===== src/rtl/trb_pkg.sv =====
// ----------------------------------------------------------------------------
// Trimmed blur package
// Pixel type, sizes and arithmetic helpers shared by the trimmed blur files.
// ----------------------------------------------------------------------------
`default_nettype none

package trb_pkg;

	// Largest supported image side and the widths that follow from it.
	localparam int MAX_SIZE = 1024;
	localparam int COL_W    = $clog2(MAX_SIZE);
	localparam int CFG_W    = 11;
	localparam int MIN_SIZE = 3;

	// Window geometry.
	localparam int WIN_N = 9;

	// Channel sum over nine pixels, and intensity of one pixel.
	localparam int SUM_W = 12;
	localparam int INT_W = 10;

	// Division by seven: multiply by a scaled reciprocal and shift.
	localparam logic [12:0] DIV7_MUL   = 13'd4682;
	localparam int          DIV7_SHIFT = 15;
	localparam logic [9:0]  CHAN_MAX   = 10'd255;

	typedef struct packed {
		logic [7:0] blue;
		logic [7:0] green;
		logic [7:0] red;
	} pixel_t;

	// One line store entry holds the upper row and the middle row of a column.
	typedef struct packed {
		pixel_t top;
		pixel_t mid;
	} line_word_t;

	// Intensity is the plain sum of the three channels.
	function automatic logic [INT_W-1:0] intensity(input pixel_t px);
		return INT_W'(px.red) + INT_W'(px.green) + INT_W'(px.blue);
	endfunction

	// Truncating division by seven, exact for values below 4096, then clamped.
	function automatic logic [7:0] div7_clamp(input logic [SUM_W-1:0] x);
		logic [SUM_W+12:0] prod;
		logic [9:0]        quot;
		prod = (SUM_W+13)'(x) * (SUM_W+13)'(DIV7_MUL);
		quot = prod[DIV7_SHIFT+9:DIV7_SHIFT];
		return (quot > CHAN_MAX) ? 8'hFF : quot[7:0];
	endfunction

endpackage

`default_nettype wire


===== src/rtl/trb_trim_core.sv =====
// ----------------------------------------------------------------------------
// Trimmed blur core
// Trimmed mean of a 3x3 window in two registered stages with a valid/ready
// handshake on both sides.
// ----------------------------------------------------------------------------
`default_nettype none

module trb_trim_core (
	input  wire                  clk,
	input  wire                  arst_n,
	input  wire                  win_valid,
	output logic                 win_ready,
	input  trb_pkg::pixel_t      win [trb_pkg::WIN_N],
	input  wire                  win_last,
	output logic                 out_valid,
	input  wire                  out_ready,
	output logic [7:0]           out_red,
	output logic [7:0]           out_green,
	output logic [7:0]           out_blue,
	output logic                 frame_last
);

	import trb_pkg::*;

	logic               v_s3;
	logic               last_s3;
	logic [SUM_W-1:0]   sum_r_s3;
	logic [SUM_W-1:0]   sum_g_s3;
	logic [SUM_W-1:0]   sum_b_s3;
	pixel_t             min_px_s3;
	pixel_t             max_px_s3;

	logic               en_out;
	logic               en_s3;

	logic [SUM_W-1:0]   sum_r;
	logic [SUM_W-1:0]   sum_g;
	logic [SUM_W-1:0]   sum_b;
	pixel_t             min_px;
	pixel_t             max_px;

	// Each stage moves when the stage after it is empty or moving.
	assign en_out    = !out_valid || out_ready;
	assign en_s3     = !v_s3 || en_out;
	assign win_ready = en_s3;

	// Row-major scan: the last minimum and the first maximum win on ties.
	always_comb begin
		logic [INT_W-1:0] min_v;
		logic [INT_W-1:0] max_v;
		logic [INT_W-1:0] cur_v;
		min_v  = intensity(win[0]);
		max_v  = min_v;
		min_px = win[0];
		max_px = win[0];
		for (int i = 1; i < WIN_N; i++) begin
			cur_v = intensity(win[i]);
			if (cur_v <= min_v) begin
				min_v  = cur_v;
				min_px = win[i];
			end
			if (cur_v > max_v) begin
				max_v  = cur_v;
				max_px = win[i];
			end
		end
	end

	// Channel sums over the whole window.
	always_comb begin
		sum_r = '0;
		sum_g = '0;
		sum_b = '0;
		for (int i = 0; i < WIN_N; i++) begin
			sum_r = sum_r + SUM_W'(win[i].red);
			sum_g = sum_g + SUM_W'(win[i].green);
			sum_b = sum_b + SUM_W'(win[i].blue);
		end
	end

	// Scan stage control.
	always_ff @(posedge clk or negedge arst_n) begin
		if (!arst_n) begin
			v_s3 <= 1'b0;
		end else if (en_s3) begin
			v_s3 <= win_valid;
		end
	end

	// Scan stage payload.
	always_ff @(posedge clk) begin
		if (en_s3 && win_valid) begin
			last_s3   <= win_last;
			sum_r_s3  <= sum_r;
			sum_g_s3  <= sum_g;
			sum_b_s3  <= sum_b;
			min_px_s3 <= min_px;
			max_px_s3 <= max_px;
		end
	end

	// Output register control.
	always_ff @(posedge clk or negedge arst_n) begin
		if (!arst_n) begin
			out_valid <= 1'b0;
		end else if (en_out) begin
			out_valid <= v_s3;
		end
	end

	// Remove the two extreme pixels, divide by seven and clamp.
	always_ff @(posedge clk) begin
		if (en_out && v_s3) begin
			out_red    <= div7_clamp(sum_r_s3 - SUM_W'(min_px_s3.red)
				- SUM_W'(max_px_s3.red));
			out_green  <= div7_clamp(sum_g_s3 - SUM_W'(min_px_s3.green)
				- SUM_W'(max_px_s3.green));
			out_blue   <= div7_clamp(sum_b_s3 - SUM_W'(min_px_s3.blue)
				- SUM_W'(max_px_s3.blue));
			frame_last <= last_s3;
		end
	end

endmodule

`default_nettype wire


===== config.mk =====
export PLATFORM = sky130hd
export DESIGN_NAME = trb_trim_core
export DESIGN_NICKNAME = d
export VERILOG_FILES = /design/src/rtl/trb_pkg.sv /design/src/rtl/trb_trim_core.sv
export SDC_FILE = /design/constraint.sdc
export NUM_CORES = 2
export LEC_CHECK = 0
export ABC_AREA = 0
export BUFFER_PORTS_ARGS = -buffer_cell sky130_fd_sc_hd__buf_4
export CAP_MARGIN = 20
export CORE_ASPECT_RATIO = 1.4
export CORE_MARGIN = 4
export CORE_UTILIZATION = 60
export CTS_CLUSTER_DIAMETER = 50
export CTS_CLUSTER_SIZE = 14
export DETAILED_ROUTE_END_ITERATION = 6
export PLACE_DENSITY = 0.8
export SKIP_LAST_GASP = 1
export SLEW_MARGIN = 5
export SYNTH_ARGS = -nofsm -noshare
export SYNTH_HDL_FRONTEND = slang
export SYNTH_SLANG_ARGS = --single-unit

===== constraint.sdc =====
create_clock -name clk -period 12.3 [get_ports clk]
set_clock_uncertainty 0.05 [all_clocks]
set_input_delay 0.615 -clock clk [delete_from_list [all_inputs] [get_ports clk]]
set_output_delay 0.615 -clock clk [all_outputs]
set_load 0.02 [all_outputs]

Yosys cells after proc, flatten, opt, wreduce, memory -nomap -nowiden
Cells that the tools add are included.

storage, ports and cells
  bits in registers = 112
  input bits = 221

cells by class
  $add $sub $neg = 48
  $mul = 3
  magnitude comparators = 19
  muxes and demuxes = 30
  reductions and logical operators = 6

operators by type and width
  kind                                                                              number
  24-bit two-way mux                                                                16
  12-bit by 8-bit adder with 12-bit output                                          12
  10-bit two-way mux                                                                14
  9-bit by 8-bit adder with 10-bit output                                           12
  8-bit by 8-bit adder with 9-bit output                                            12
  10-bit greater-than comparator                                                    8
  10-bit <= comparator                                                              8
  12-bit by 12-bit multiplier with 24-bit output, second input constant             3
  12-bit by 8-bit subtractor with 12-bit output                                     6
  11-bit by 8-bit adder with 12-bit output                                          3
  10-bit by 8-bit adder with 11-bit output                                          3
  10-bit by 8-bit greater-than comparator with 1-bit output, second input constant  3
  1-bit logical AND                                                                 2
  1-bit zero test                                                                   2
  1-bit logical OR                                                                  2

Longest topological paths before layout
  depth after elaboration = 18
  depth in mapped cells = 115

Least setup slack after synthesis
Ideal clock, no wire load.

  kind = input port to flip-flop
  from = input port win[193] in the netlist's numbering
  to = register min_px_s3[17] in the netlist's numbering, data pin
  arrival = 19619 ps
  path slack = -7638 ps
  stages on the path = 110
  path buffers = 14
  cell sequence = inv_1 fa_1 inv_1 ha_1 fa_1 a211o_1 a21oi_1 inv_1 ha_1 and4_1 a221o_1 o22ai_1 a31o_1 o21ai_1 nand2_1 clkbuf_1 o21ai_0 ha_1 [74 not listed] clkbuf_1 clkbuf_1 a222oi_1 ha_1 nor2b_1 o21ai_0 nand2b_1 a21oi_1 nor2b_1 o21ai_0 nand2b_1 a21oi_1 o21ai_0 o31a_1 nand2b_1 or2_2 clkbuf_1 o211ai_1

RTL lines
  item                  RTL line             source
  from (decl)           trb_trim_core.sv:13  input trb_pkg::pixel_t win [trb_pkg::WIN_N],
  to (signal assigned)  trb_trim_core.sv:97  min_px_s3 <= min_px;
  to (decl)             trb_trim_core.sv:30  pixel_t min_px_s3;

==> results.cfg <==
[placement]
dp_hpwl_mm = 97.4
place_congestion = 1.15
port_buffers = 247

[synth]
synth_async_sr_flop_share_pct = 1.79
synth_enable_flop_cells = 110
synthDominantCellAreaShare_pct = 22.5
ys_types = 100
yosysTopAreaCell = fa_1
synthTopCellsByArea = fa_1 23%, ha_1 21%, edfxtp_1 12%
syn-instance-count = 3227
synth_ff_type = edfxtp_1
synth_nets = 4244
yosys_warnings = 0
synth_seq_area_share_pct = 11.7
avgSynthCellArea_um2 = 8.85
ys_ff_latch = 112
synth.cell_area_mm2 = 0.0285

[detailed_routing]
vias = 30100
drt-vias-per-instance = 6.44
drc = 5
routed_wirelength_mm = 122
firstDrtPassIters = 7
ant_nets = 0
drt-initial-drc-count = 3329
avgRoutedWirePerCell_um = 26.1

[global_route]
top_usage_layer = met2
track_usage_pct = 45.2
gr-total-overflow = 0
grt_pass1_vias = 31100
met2_usage_pct = 74.3
antenna_found_initial = 14
grt_use_met1_pct = 48.9
grt_use_met3_pct = 9.63
grt_max_degree = 84
grt_pass1_wl_mm = 176

[outcome]
violations = DRC, setup timing
status = finished with violations

[clock_network]
cts.sink_count = 112
clk_pin_slew_worst_paths_ps = 80
numCtsBuffers = 9
cts-root-buf = clkbuf_16
clk_latency_ps = 370
cts_tree = built
htree_levels = 3
clockBufferDepth = 2

[timing]
finalCritPeriodShare_pct = 142
drv_slew = 0
worst_pin_slew_ps = 1130
max_freq_mhz = 57.1
hold_viol = 0
setup_slack_ps = -5200
max-slew-margin-rel_pct = 24.8
fin_crit_ps = 17500
rsz0062_at_grt = yes
fin_tns_setup_ps = -245190
setup-violations-final = 48

[setup_path]
max_stage_delay_ps = 760
reg2reg_to = out_green[1]
required_ps = 12370
r2r_slack_ps = 3340
critPathCaptureType = flip-flop
r2r_start = sum_g_s3[0]
cp_common_cell = buf_4
arrival_ps = 17570
crit_path_max_fanout = 7
criticalPathCategory = in2reg
rr_worst_depth = 39
startpoint_type = input pin
slowest_stage = o41ai_1

[layout]
syn_to_final_growth_pct = 32.3
final_net_count = 5042
drive_gt1_share_pct = 29.5

[die]
die_x_um = 192
pin_count = 248
dieHeight_um = 266
dieArea_mm2 = 0.0512
rows = 94
core_mm2 = 0.0470
start_util_pct = 60.7

[min_path]
hold_path.class = in2reg
min_from = win_last
holdPathEnd = last_s3
whs_path_depth = 1

[run]
drv_cap = 0
cells in the final DEF (no fill, tap or decap), types with 26 or more instances in the layout:
master | Yosys | routed
nand2b_1 | 32 | 31
edfxtp_1 | 110 | 110
xor2_1 | 35 | 34
o21a_1 | 49 | 48
nor3_1 | 39 | 35
a21o_1 | 53 | 51
o21ai_1 | 40 | 88
inv_1 | 411 | 396
o21bai_1 | 60 | 59
o21ai_2 | 1 | 35
buf_4 | 1 | 845
o31a_1 | 34 | 34
o21ai_0 | 167 | 82
o211ai_1 | 36 | 36
xnor2_1 | 86 | 85
a21oi_1 | 302 | 258
ha_1 | 475 | 446
mux2i_1 | 47 | 40
fa_1 | 321 | 318
a21oi_2 | 1 | 35
nand2_1 | 267 | 254
nor2b_1 | 46 | 40
nor2_1 | 199 | 167
ha_4 | 0 | 26
timing repair:
| item | CTS | global route |
|---|---|---|
| hold buffers | 1 | 0 |
| pin swaps | 111 | 99 |
| endpoints found under the hold margin | 2 | 0 |
| gates resized for setup | 163 | 158 |
| cloned | 6 | 3 |
| endpoints found under the setup margin | 48 | 48 |
| setup buffers | 89 | 31 |
state kept, by name, summed over array words and instances, names as in the netlist:
signal	flops
last_s3	1
sum_b_s3	12
sum_r_s3	12
v_s3	1
min_px_s3	24
sum_g_s3	12
frame_last	1
max_px_s3	24
out_green	8
out_blue	8
out_valid	1
out_red	8
cells in the mapped netlist, types with 35 or more instances:
| cell type | n |
|---|---|
| o21bai_1 | 60 |
| nor2b_1 | 46 |
| a21oi_1 | 302 |
| xor2_1 | 35 |
| nor2_1 | 199 |
| xnor2_1 | 86 |
| o21ai_0 | 167 |
| mux2i_1 | 47 |
| o21ai_1 | 40 |
| edfxtp_1 | 110 |
| ha_1 | 475 |
| clkbuf_1 | 81 |
| nor3_1 | 39 |
| nand2_1 | 267 |
| a21o_1 | 53 |
| fa_1 | 321 |
| o211ai_1 | 36 |
| inv_1 | 411 |
| o21a_1 | 49 |
cells by family after synthesis:
kind of cell | Yosys count | share of synthesized area (%)
muxes | 62 | 2.27
AOI/OAI and AO/OA | 895 | 20.0
buffers and inverters | 513 | 6.86
xor gates and xnor gates | 122 | 3.79
and+or+nand+nor | 725 | 11.9
DFF | 112 | 11.7
adders and majority gates | 798 | 43.4
layer usage:
layer	part of all wire, %	wire (um)	vias to the layer above
li1	-	-	12900
met1	32	38900	14100
met2	45	55100	2224
met3	11	13000	775
met4	12	14800	8
met5	0.053	65	-
worst max path at each step:
stage	from	to	slack (ps)	cells after the start
2_1_floorplan	win[193]	min_px_s3[10]	-5000	109
3_5_place_dp	win[177]	max_px_s3[3]	-5570	89
5_1_grt	win[193]	max_px_s3[17]	-5980	92
4_1_cts	win[201]	min_px_s3[17]	-4400	102
3_3_place_gp	win[177]	min_px_s3[10]	-4790	102
6_report	win[193]	max_px_s3[17]	-5200	90
final cells by class:
type | count | area (um^2)
Multi-Input combinational cell | 2607 | 24800
Fill cell | 2966 | 9280
Timing Repair Buffer | 884 | 6900
Sequential cell | 112 | 3350
Inverter | 411 | 1560
Tap cell | 624 | 781
Clock buffer | 9 | 225
Clock inverter | 7 | 93.8
Antenna cell | 11 | 27.5
metrics by stage:
stage                     hold slack, ps  utilization [%]  area (um^2)  instances  setup slack, ps
final                                364             80.3        37800       4665            -5200
after global routing                 360             80.2        37700       4654            -5980
after CTS                            363             78.1        36800       4622            -4400
after detailed placement             349             74.4        35000       4514            -5570
after global placement               349             74.4        35000       4514            -4790
after floorplan                      269                -        29100       3227            -5000
critical path, delay by kind of cell:
family | cells | cell delay [ps]
AO/OA/AOI/OAI | 33 | 6420
AND/OR/NAND/NOR | 28 | 4370
adder cells (fa/ha/maj) | 11 | 3130
buffers and inverters | 15 | 1980
multiplexers | 3 | 1000
Power is not shown: default switching activity piles up to over one toggle a cycle in this logic, so the estimate is an artifact.
